**config.mk**
```make
export PLATFORM = sky130hd
export DESIGN_NAME = fxa_div_step
export DESIGN_NICKNAME = d
export VERILOG_FILES = /design/src/rtl/fxa_pkg.sv /design/src/rtl/fxa_div_step.sv
export SDC_FILE = /design/constraint.sdc
export NUM_CORES = 1
export LEC_CHECK = 0
export BUFFER_PORTS_ARGS = -buffer_cell sky130_fd_sc_hd__buf_2
export CAP_MARGIN = 20
export CORE_UTILIZATION = 45
export DETAILED_ROUTE_END_ITERATION = 8
export MAX_ROUTING_LAYER = met4
export PLACE_DENSITY = 0.71
export SLEW_MARGIN = 5
export SYNTH_ARGS = -nofsm -noshare
export SYNTH_HDL_FRONTEND = slang
export SYNTH_SLANG_ARGS = --single-unit
```
**constraint.sdc**
```tcl
create_clock -name clock -period 3.19 [get_ports clock]
set_input_delay 0.319 -clock clock [delete_from_list [all_inputs] [get_ports clock]]
set_output_delay 0.319 -clock clock [all_outputs]
set_load 0.1 [all_outputs]
```
**src/rtl/fxa_pkg.sv**
```systemverilog
`timescale 1ns / 1ps
`default_nettype none

package fxa_pkg;

   localparam int FRAC_BITS_DEF  = 8;
   localparam int WORD_WIDTH_DEF = 32;

   localparam int FIELD_WIDTH    = 32;
   localparam int OPCODE_WIDTH   = 4;
   localparam int REQ_DATA_WIDTH = 72;
   localparam int RSP_DATA_WIDTH = 40;

   typedef enum logic [OPCODE_WIDTH-1:0] {
      OP_ADD          = 4'd0,
      OP_SUB          = 4'd1,
      OP_MUL          = 4'd2,
      OP_DIV          = 4'd3,
      OP_MIN          = 4'd4,
      OP_MAX          = 4'd5,
      OP_INC          = 4'd6,
      OP_DEC          = 4'd7,
      OP_INT_TO_FIXED = 4'd8,
      OP_FIXED_TO_INT = 4'd9
   } opcode_type;

endpackage

`default_nettype wire

```
**src/rtl/fxa_div_step.sv**
```systemverilog
`timescale 1ns / 1ps
`default_nettype none

// One restoring-division step: shift in the next dividend bit, trial subtract,
// shift the quotient bit into the freed low end.
module fxa_div_step #(
   parameter int WORD_WIDTH = fxa_pkg::WORD_WIDTH_DEF,
   parameter int DQ_WIDTH   = fxa_pkg::WORD_WIDTH_DEF + fxa_pkg::FRAC_BITS_DEF
) (
   input  wire logic                  clock,
   input  wire logic                  en,
   input  wire logic [WORD_WIDTH-1:0] rem_i,
   input  wire logic [DQ_WIDTH-1:0]   dq_i,
   input  wire logic [WORD_WIDTH-1:0] dvs_i,
   output logic      [WORD_WIDTH-1:0] rem_o,
   output logic      [DQ_WIDTH-1:0]   dq_o,
   output logic      [WORD_WIDTH-1:0] dvs_o
);

   logic [WORD_WIDTH:0]   trial;
   logic [WORD_WIDTH:0]   diff;
   logic                  ge;
   logic [WORD_WIDTH-1:0] rem_ff, rem_in;
   logic [DQ_WIDTH-1:0]   dq_ff, dq_in;
   logic [WORD_WIDTH-1:0] dvs_ff;

   always_comb begin
      trial  = {rem_i, dq_i[DQ_WIDTH-1]};
      diff   = trial - {1'b0, dvs_i};
      ge     = ~diff[WORD_WIDTH];
      rem_in = ge ? diff[WORD_WIDTH-1:0] : trial[WORD_WIDTH-1:0];
      dq_in  = {dq_i[DQ_WIDTH-2:0], ge};
   end

   always_ff @(posedge clock) begin
      if (en) begin
         rem_ff <= rem_in;
         dq_ff  <= dq_in;
         dvs_ff <= dvs_i;
      end
   end

   assign rem_o = rem_ff;
   assign dq_o  = dq_ff;
   assign dvs_o = dvs_ff;

endmodule

`default_nettype wire

```
==> Word-level counts from Yosys, hierarchy flattened <==
Index checks and enable logic that the tools add are counted.
W data, S select, Z words.
{ "word_totals": {"output_inout_bits": 104, "register_bits": 104, "input_bits": 106} }
{ "op_classes": {"muxes": 1, "bitwise_logic": 1, "n_addsub": 1} }
{ "ops": {"columns": ["op", "count"], "rows": [
  ["$sub A33 B32 Y33", 1],
  ["$mux W32", 1],
  ["$not A1 Y1", 1]
]} }

==> Longest topological paths before layout <==
Gate-level depths: netlist (run 1).
{ "logic_depth": {"depth_word": 2, "mapped_depth": 13} }

==> Worst setup path before layout (run 1) <==
Ideal clock, no wire load.
{ "synth_timing": {"path_kind": "input -> register", "from": "input port dvs_i[16]", "to": "register rem_ff[10], in the netlist rem_o[10] (data pin)", "stages": 12, "slack_ps": 355, "arrival_ps": 2574, "required_ps": 2930, "cell_sequence": "inv_1 ha_1 buf_6 a21oi_4 o211ai_1 a221o_1 a211o_1 o21a_1 o211ai_4 inv_2 buf_6 mux2_4"} }
{ "synth_between": {"elab_chain_len": 2} }
{ "synth_lines": {"columns": ["element", "line_no", "rtl"], "rows": [
  ["start: declaration", "fxa_div_step.sv:14", "input wire logic [WORD_WIDTH-1:0] dvs_i,"],
  ["$sub A33 B32 Y33", "fxa_div_step.sv:29", "diff = trial - {1'b0, dvs_i};"],
  ["$mux W32", "fxa_div_step.sv:31", "rem_in = ge ? diff[WORD_WIDTH-1:0] : trial[WORD_WIDTH-1:0];"],
  ["via rem_in[10]", "fxa_div_step.sv:23", "logic [WORD_WIDTH-1:0] rem_ff, rem_in;"],
  ["end signal: assignment", "fxa_div_step.sv:37", "rem_ff <= rem_in;"],
  ["end: declaration", "fxa_div_step.sv:23", null]
]} }
The timed path passes the listed nets, and every way through them passes these cells.
A chain may end at the register's enable or synchronous reset.

==> Worst setup path after layout (run 1) <==
{ "layout_timing": {"from": "input port dq_i[39]", "to": "register rem_ff[18], in the netlist rem_o[18] (data pin)"} }
{ "layout_between": {"elab_chain_len": 2} }
{ "layout_lines": {"columns": ["element", "line_no", "rtl"], "rows": [
  ["start: declaration", "fxa_div_step.sv:13", "input wire logic [DQ_WIDTH-1:0] dq_i,"],
  ["$sub A33 B32 Y33", "fxa_div_step.sv:29", null],
  ["$mux W32", "fxa_div_step.sv:31", null],
  ["via rem_in[18]", "fxa_div_step.sv:23", null]
]} }
The timed path passes the listed nets, and every way through them passes these cells.

==> impl_metrics.yaml, run 1 <==
sta:
  fin_ws_ns: 0.433
  min_period_over_period_pct: 86.4
  min_period_ns: 2.76
  fin_setup_tns_ns: 0
  worst_pin_slew_ns: 0.609
  final-setup-viol-count: 0
  max_freq_mhz: 363
  final_hold_viol_count: 0
  rsz0062_at_grt: "false"
  slew_headroom_pct: 59.4
  final_max_slew_viol_count: 0
grt:
  grt_usage_pct: 22.5
  use_met1_pct: 28.9
  grt_pass1_vias: 4305
  grt_pass1_wl_um: 21600
  gr-usage-met3_pct: 3.59
  antenna_found_initial: 0
  use_met2_pct: 36.5
  grt_overflow_total: 0
  grt_busiest_layer: "met2"
  grt_max_degree: 57
drt:
  dr.first_iter.drc_count: 247
  drtAntennaViolNets: 0
  drcViolationCount: 0
  drtPass1Iterations: 4
  wl_per_cell_um: 16.1
  drt_wl_total_um: 13800
  via_per_inst: 5.13
  vias: 4397
yosys:
  synth_top_family_by_area: "compound AO/OA/AOI/OAI gates"
  syn_nets: 603
  synth_compound_area_share_pct: 14.3
  synth_edf_count: 104
  yosysWarnings: 0
  synth_fa_ha_area_share_pct: 7.54
  async_reset_ff_share_pct: 0
  netlist_top_cells_area: "edfxtp_1 56%, ha_1 7.2%, mux2_4 4.8%"
  yosysTopAreaCellShare_pct: 56.0
  ys_seq_area_share_pct: 56.0
  syn_inst: 464
  synthSimpleGateAreaFrac_pct: 9.29
  ys_seq_elements: 104
  ys.flop_type: "edfxtp_1"
  syn_area_per_cell_um2: 12.0
  synth.most_common_cell: "edfxtp_1"
  yosys.area.top_type: "edfxtp_1"
  synth-xor-area-share_pct: 3.77
  muxShareOfSynthArea_pct: 4.85
  synthDistinctLibCells: 49
  synth_common_cells: "104 x edfxtp_1, 44 x nand2_1, 41 x inv_1"
  syn-cell-area_um2: 5580
floorplan:
  start_util_pct: 46.2
  die_y_um: 113
  die_area_um2: 12800
  row_count: 40
  core-area_um2: 12100
  io_pins: 210
  die_w_um: 113
clocking:
  cts.path.max_buffers: 2
  cts_buffers: 9
  cts_repair_resize_count: 0
  root_buffer: "clkbuf_16"
  cts_post_setup_buffers_inserted: 0
  cts_tree: "done"
  clkTransAtPathRegs_ns: 0.08
  postCtsHoldBufs: 0
  clock_sinks: 104
  htreeDepth: 3
layout:
  fillers: 1055
  area_delta_synth_final_pct: 28.8
  fin_nets: 823
  diodes: 0
  final_area_um2: 7180
  drive_above_1_share_pct: 38.0
place:
  post-place-ws_ns: 0.0706
  port_buffers: 209
  dp_hpwl_um: 10800
  place.gp.congestion: 0.877
  place_area_um2: 6910
power_and_ir_drop:
  p_leak_nw: 3.30
  ir_drop_v: 0.000294
  pwr_density_cell_nw_per_um2: 647
run_status:
  run_status: "completed"
worst_setup_path:
  crit_type: "in2reg"
  start_kind: "input port"
  crit_required_ns: 3.29
  cp-end-kind: "flip-flop"
  cp_max_fo: 15
  cp.arrival_ns: 2.86
run:
  max_cap_viol_count: 0
hold_path:
  hold_path.class: "in2reg"
  worstHoldPathCells: 1
==> registers in the layout, indices dropped and copies added, names as in the netlist <==
register  count
dq_o         40
rem_o        32
dvs_o        32
==> path summary, 6_finish.rpt <==
check / end / from
setup / recovery: rem_o[18] / dq_i[39]
hold / removal: dq_o[3] / dq_i[2]
==> where the power goes <==
group / switching, mW / leakage [nW] / internal (mW)
Clock: 0.515 / 0.135 / 0.536
Combinational: 1.46 / 2.15 / 0.427
Sequential: 0.0335 / 1.02 / 1.68
Total: 2.01 / 3.30 / 2.64
==> critical path, stage by stage <==
cell,delay (ns)
buf_2,0.09
inv_1,0.03
ha_1,0.21
fa_1,0.40
nand2b_1,0.18
a21oi_1,0.23
o211ai_1,0.17
a21oi_1,0.25
o21a_1,0.24
o211ai_4,0.12
inv_2,0.11
buf_12,0.18
mux2_4,0.31
==> stage by stage <==
stage / power [mW] / util, % / hold slack, ns / std cells
global route: 4.82 / 59.6 / 0.125 / 857
floorplan: 3.25 / - / 0.418 / 464
detailed placement: 3.63 / 57.3 / 0.497 / 841
CTS: 4.69 / 59.6 / 0.120 / 857
finish: 4.65 / 59.6 / 0.131 / 857
global placement: 3.61 / 57.3 / 0.497 / 841
==> area by class of cell <==
type	count	area (um2)	area share, %
Tap cell	168	210	2.93
Clock inverter	7	53.8	0.749
Multi-Input combinational cell	303	2220	30.8
Timing Repair Buffer	224	1200	16.7
Clock buffer	9	225	3.13
Inverter	42	158	2.19
Sequential cell	104	3120	43.5
==> logic make-up (layout without fill, tap and decap cells) <==
logic type,after synthesis,after routing
compound gates,120,120
simple gates,108,108
flops,104,104
buf+inv,57,282
fa+ha+maj,33,33
xor+xnor,24,24
mux,18,18
==> cell usage in the layout, fill, tap and decap left out, drive strengths merged, types with 6 or more instances in the layout <==
| cell type | Yosys | final |
|---|---|---|
| and3 | 6 | 6 |
| nand3 | 11 | 11 |
| a21o | 15 | 15 |
| mux2 | 18 | 18 |
| inv | 42 | 44 |
| o21a | 6 | 6 |
| a21oi | 36 | 36 |
| edfxtp | 104 | 104 |
| nand4 | 7 | 7 |
| o211ai | 9 | 9 |
| nand2 | 44 | 44 |
| nor2 | 16 | 16 |
| buf | 4 | 224 |
| xor2 | 10 | 10 |
| ha | 32 | 32 |
| clkbuf | 11 | 9 |
| xnor2 | 14 | 14 |
| o21ai | 24 | 24 |
==> per-layer routing <==
metal,up-vias,routed length [um]
met5,-,0
met4,0,238
met3,17,727
met2,154,6640
met1,2058,6160
li1,2168,-
(Power assumes the default switching activity.)
==> run 2, diff against run 1 <==
Settings changed: PLACE_DENSITY 0.71 to 0.79.
==> run 2 against run 1 <==
Compared with the run above: setup slack got worse by 0.040 ns; largest cell class unchanged; clock power barely moved; cell count fell by 0.35%; flip-flop and latch count did not move; total power fell by 0.23%; combinational power barely moved; non-clock buffer count fell by 3; largest power group unchanged; critical path depth did not move.
==> impl_metrics.yaml, run 2 (synthesized netlist as in run 1, its figures left out) <==
sta:
  final_hold_viol_count: 0
  rsz0062_at_grt: "false"
  final-setup-viol-count: 0
  final_max_slew_viol_count: 0
  min_period_over_period_pct: 87.7
  max_freq_mhz: 358
  worst_pin_slew_ns: 0.707
  fin_ws_ns: 0.393
  min_period_ns: 2.80
  fin_setup_tns_ns: 0
  slew_headroom_pct: 52.8
clocking:
  cts.path.max_buffers: 2
  htreeDepth: 3
  postCtsHoldBufs: 0
  root_buffer: "clkbuf_16"
  cts_repair_resize_count: 0
  clock_sinks: 104
  cts_tree: "done"
  cts_post_setup_buffers_inserted: 0
  cts_buffers: 9
  clkTransAtPathRegs_ns: 0.07
layout:
  fillers: 1002
  largest_reg_flops: 40
  final_cell_mix: "208 x buf_2, 104 x edfxtp_1, 44 x nand2_1"
  area_delta_synth_final_pct: 28.5
  fin_nets: 820
  mostFrequentLayoutCell: "buf_2"
  diodes: 0
  drive_above_1_share_pct: 37.8
power_and_ir_drop:
  ir_drop_v: 0.000263
  seq_power_share_pct: 36.9
  internal-power_mw: 2.64
  pwr_density_cell_nw_per_um2: 648
  p_leak_nw: 3.28
  swShare_pct: 43.0
  power_frac_clock_pct: 22.6
  combPwrFrac_pct: 40.5
  power_switching_mw: 2.00
worst_setup_path:
  crit_required_ns: 3.29
  crit_type: "in2reg"
  start_kind: "input port"
  cp-end-kind: "flip-flop"
  cp.arrival_ns: 2.89
  crit_path_start: "dq_i[39]"
  cp_max_fo: 11
floorplan:
  start_util_pct: 46.2
  die_y_um: 113
  io_pins: 210
  core-area_um2: 12100
  die_w_um: 113
  row_count: 40
  die_area_um2: 12800
drt:
  drcViolationCount: 0
  wl_per_cell_um: 16.0
  drtPass1Iterations: 5
  vias: 4406
  drtAntennaViolNets: 0
  via_per_inst: 5.16
  dr.first_iter.drc_count: 270
  drt_wl_total_um: 13600
place:
  place.gp.congestion: 0.828
  port_buffers: 209
  dp_hpwl_um: 10700
  post-place-ws_ns: 0.0234
grt:
  grt_usage_pct: 21.8
  grt_pass1_vias: 4251
  grt_overflow_total: 0
  grt_max_degree: 54
  grt_pass1_wl_um: 20800
  antenna_found_initial: 0
hold_path:
  hold_path.class: "in2reg"
  hp-start: "dq_i[27]"
run_status:
  run_status: "completed"
run:
  max_cap_viol_count: 0
==> run 2: power by group through the flow <==
stage	logic (mW)	clock network, mW	registers, mW
floorplan	0.474	0	2.78
global placement	1.87	0	1.74
detailed placement	1.88	0	1.75
CTS	1.88	1.08	1.72
global route	1.96	1.11	1.73
finish	1.88	1.05	1.71
==> run 2: layout make-up <==
class / instances / area [um2] / share of cell area [%]
sequential: 104 / 3120 / 43.6
multi-input combinational: 303 / 2220 / 30.9
timing repair buffer: 221 / 1180 / 16.4
clock buffer: 10 / 229 / 3.20
tap: 168 / 210 / 2.93
inverter: 42 / 158 / 2.20
clock inverter: 6 / 53.8 / 0.751
==> run 2: critical path, stage by stage <==
cell and delay [ns]:
buf_2 0.08, inv_1 0.03, ha_1 0.21, fa_1 0.39
nand2b_1 0.18, a21oi_1 0.25, o211ai_1 0.19, a21oi_1 0.27
o21a_1 0.25, o211ai_4 0.11, inv_2 0.13, buf_12 0.16
mux2_4 0.30
==> run 2: routing by layer <==
layer  global-route usage [%]  wire length (um)  vias to the layer above  part of all wire, %
met4                     8.86               280                        0                  2.1
met5                        -                 0                        -                    0
met1                     25.8              5860                     2051                   43
met2                     36.8              6650                      176                   49
met3                     3.75               837                       20                  6.1
li1                         -                 -                     2159                    -
==> run 2: stage by stage <==
step | hold slack [ns] | power [mW] | util [%] | std cells | instance area (um2)
global route | 0.132 | 4.80 | 59.4 | 854 | 7170
global placement | 0.496 | 3.61 | 57.1 | 838 | 6880
detailed placement | 0.497 | 3.63 | 57.1 | 838 | 6880
floorplan | 0.418 | 3.25 | - | 464 | 5580
finish | 0.141 | 4.64 | 59.4 | 854 | 7170
CTS | 0.129 | 4.68 | 59.4 | 854 | 7170
==> run 2: worst paths after layout <==
check,end,slack [ns],cells past startpoint
worst max-delay path,rem_o[28],0.39,13
worst min-delay path,dq_o[28],0.14,1
==> run 3, diff against run 2 <==
Settings changed: REMOVE_ABC_BUFFERS from default to 1.
==> run 3 against run 2 <==
Compared with the run above: clock power grew 4%; die area is the same; via count is essentially flat; critical path type unchanged; largest cell class unchanged; count of clock-buffer cells in the layout shrank 1.
==> impl_metrics.yaml, run 3 (synthesized netlist as in run 1, its figures left out) <==
run_status:
  run_status: "completed"
hold_path:
  hold_path.class: "in2reg"
  hp-start: "dq_i[30]"
worst_setup_path:
  cp_common_cell: "a21oi_1"
  crit_required_ns: 3.29
  cp_slowest_stage_delay_ns: 0.40
  start_kind: "input port"
  crit_slowest_cell: "fa_1"
  path_cells: "buf_2 > inv_1 > ha_1 > fa_1 > nand2b_1 > a21oi_1 > o211ai_1 > a21oi_1 > o21a_1 > o211ai_4 > inv_2 > buf_12 > mux2_4"
  crit_type: "in2reg"
  cp_max_fo: 11
  cp-end-kind: "flip-flop"
  crit_path_start: "dq_i[39]"
  cp.arrival_ns: 2.89
  worstSetupEndpoint: "rem_o[31]"
clocking:
  cts_repair_resize_count: 0
  cts.path.max_buffers: 2
  root_buffer: "clkbuf_16"
  cts_tree: "done"
  cts_buffers: 9
  htreeDepth: 3
  cts_post_setup_buffers_inserted: 0
  postCtsHoldBufs: 0
  clkTransAtPathRegs_ns: 0.08
  clock_sinks: 104
drt:
  drtAntennaViolNets: 0
  dr.first_iter.drc_count: 354
  wl_per_cell_um: 16.5
  drcViolationCount: 0
  drt_wl_total_um: 14100
  drtPass1Iterations: 4
  via_per_inst: 5.16
  vias: 4404
floorplan:
  io_pins: 210
  core-area_um2: 12100
  row_count: 40
  die_w_um: 113
  die_y_um: 113
  start_util_pct: 46.2
  die_area_um2: 12800
layout:
  fillers: 1011
  final_cell_mix: "208 x buf_2, 104 x edfxtp_1, 44 x nand2_1"
  diodes: 0
  area_delta_synth_final_pct: 28.6
  fin_nets: 820
  drive_above_1_share_pct: 37.8
  ff_latch_area_um2: 3120
  largest_reg_flops: 40
  multiInputGateArea_um2: 2220
  final_util_pct: 59.5
  final_area_um2: 7170
  mostFrequentLayoutCell: "buf_2"
place:
  port_buffers: 209
  place_area_um2: 6880
  post-place-ws_ns: 0.0734
  dp_hpwl_um: 11000
  place.gp.congestion: 0.858
sta:
  hold_ws_ns: 0.142
  max_freq_mhz: 358
  fin_ws_ns: 0.398
  worst_pin_slew_ns: 0.741
  final-setup-viol-count: 0
  slew_headroom_pct: 50.6
  rsz0062_at_grt: "false"
  final_max_slew_viol_count: 0
  min_period_ns: 2.79
  min_period_over_period_pct: 87.5
  final_hold_viol_count: 0
grt:
  antenna_found_initial: 0
  grt_overflow_total: 0
  grt_pass1_vias: 4272
  grt_usage_pct: 22.4
  grt_max_degree: 56
  grt_pass1_wl_um: 21500
power_and_ir_drop:
  p_leak_nw: 3.29
  pwr_density_cell_nw_per_um2: 653
  ir_drop_v: 0.000301
run:
  max_cap_viol_count: 0
run 3: changes by cell type in the layout (fill, tap and decap cells not counted):
cell / before / now
clkinvlp_4: 3 / 1
inv_6: 0 / 2
clkbuf_1: 1 / 0
clkinv_1: 0 / 1
clkinv_8: 0 / 1
inv_8: 2 / 1
run 3: how the worst min path moves through the flow:
stage / endpoint / depth (start not counted) / slack [ns]
3_5_place_dp: dq_o[38] / 1 / 0.50
5_1_grt: dq_o[30] / 1 / 0.13
6_report: dq_o[31] / 1 / 0.14
2_1_floorplan: dq_o[10] / 0 / 0.42
4_1_cts: dq_o[38] / 1 / 0.14
3_3_place_gp: dq_o[30] / 1 / 0.50
run 3: layer usage:
layer	global-route usage, %	part of all wire (%)
met2	37.9	50
met3	3.05	5.6
met1	27.9	44
met5	-	0
met4	6.84	1.3
run 3: power by group:
group          leakage (nW)  switching [mW]  internal [mW]  total (mW)
combinational          2.13            1.46          0.424        1.89
sequential             1.02          0.0349           1.68        1.71
clock                 0.139           0.542          0.547        1.09
total                  3.29            2.04           2.65        4.69
run 3: cell type report:
cell class | instances | area share, %
clock buffers | 9 | 3.14
clock inverters | 7 | 0.907
inverters | 42 | 2.20
multi-input cells | 303 | 30.9
flip-flops and latches | 104 | 43.5
well taps | 168 | 2.93
repair buffers | 221 | 16.4
run 3: stage by stage:
| stage | total power, mW | setup TNS [ns] | cells |
|---|---|---|---|
| global placement | 3.61 | 0 | 838 |
| global route | 4.85 | 0 | 854 |
| floorplan | 3.24 | -0.438 | 449 |
| CTS | 4.71 | 0 | 854 |
| detailed placement | 3.63 | 0 | 838 |
| finish | 4.69 | 0 | 854 |
run 3: worst max-delay path: cells and delay by family:
| family | cells | cell delay (ns) |
|---|---|---|
| AO/OA/AOI/OAI | 5 | 1.04 |
| multiplexers | 1 | 0.31 |
| adder cells (fa/ha/maj) | 2 | 0.62 |
| AND/OR/NAND/NOR | 1 | 0.18 |
| buffers and inverters | 4 | 0.43 |
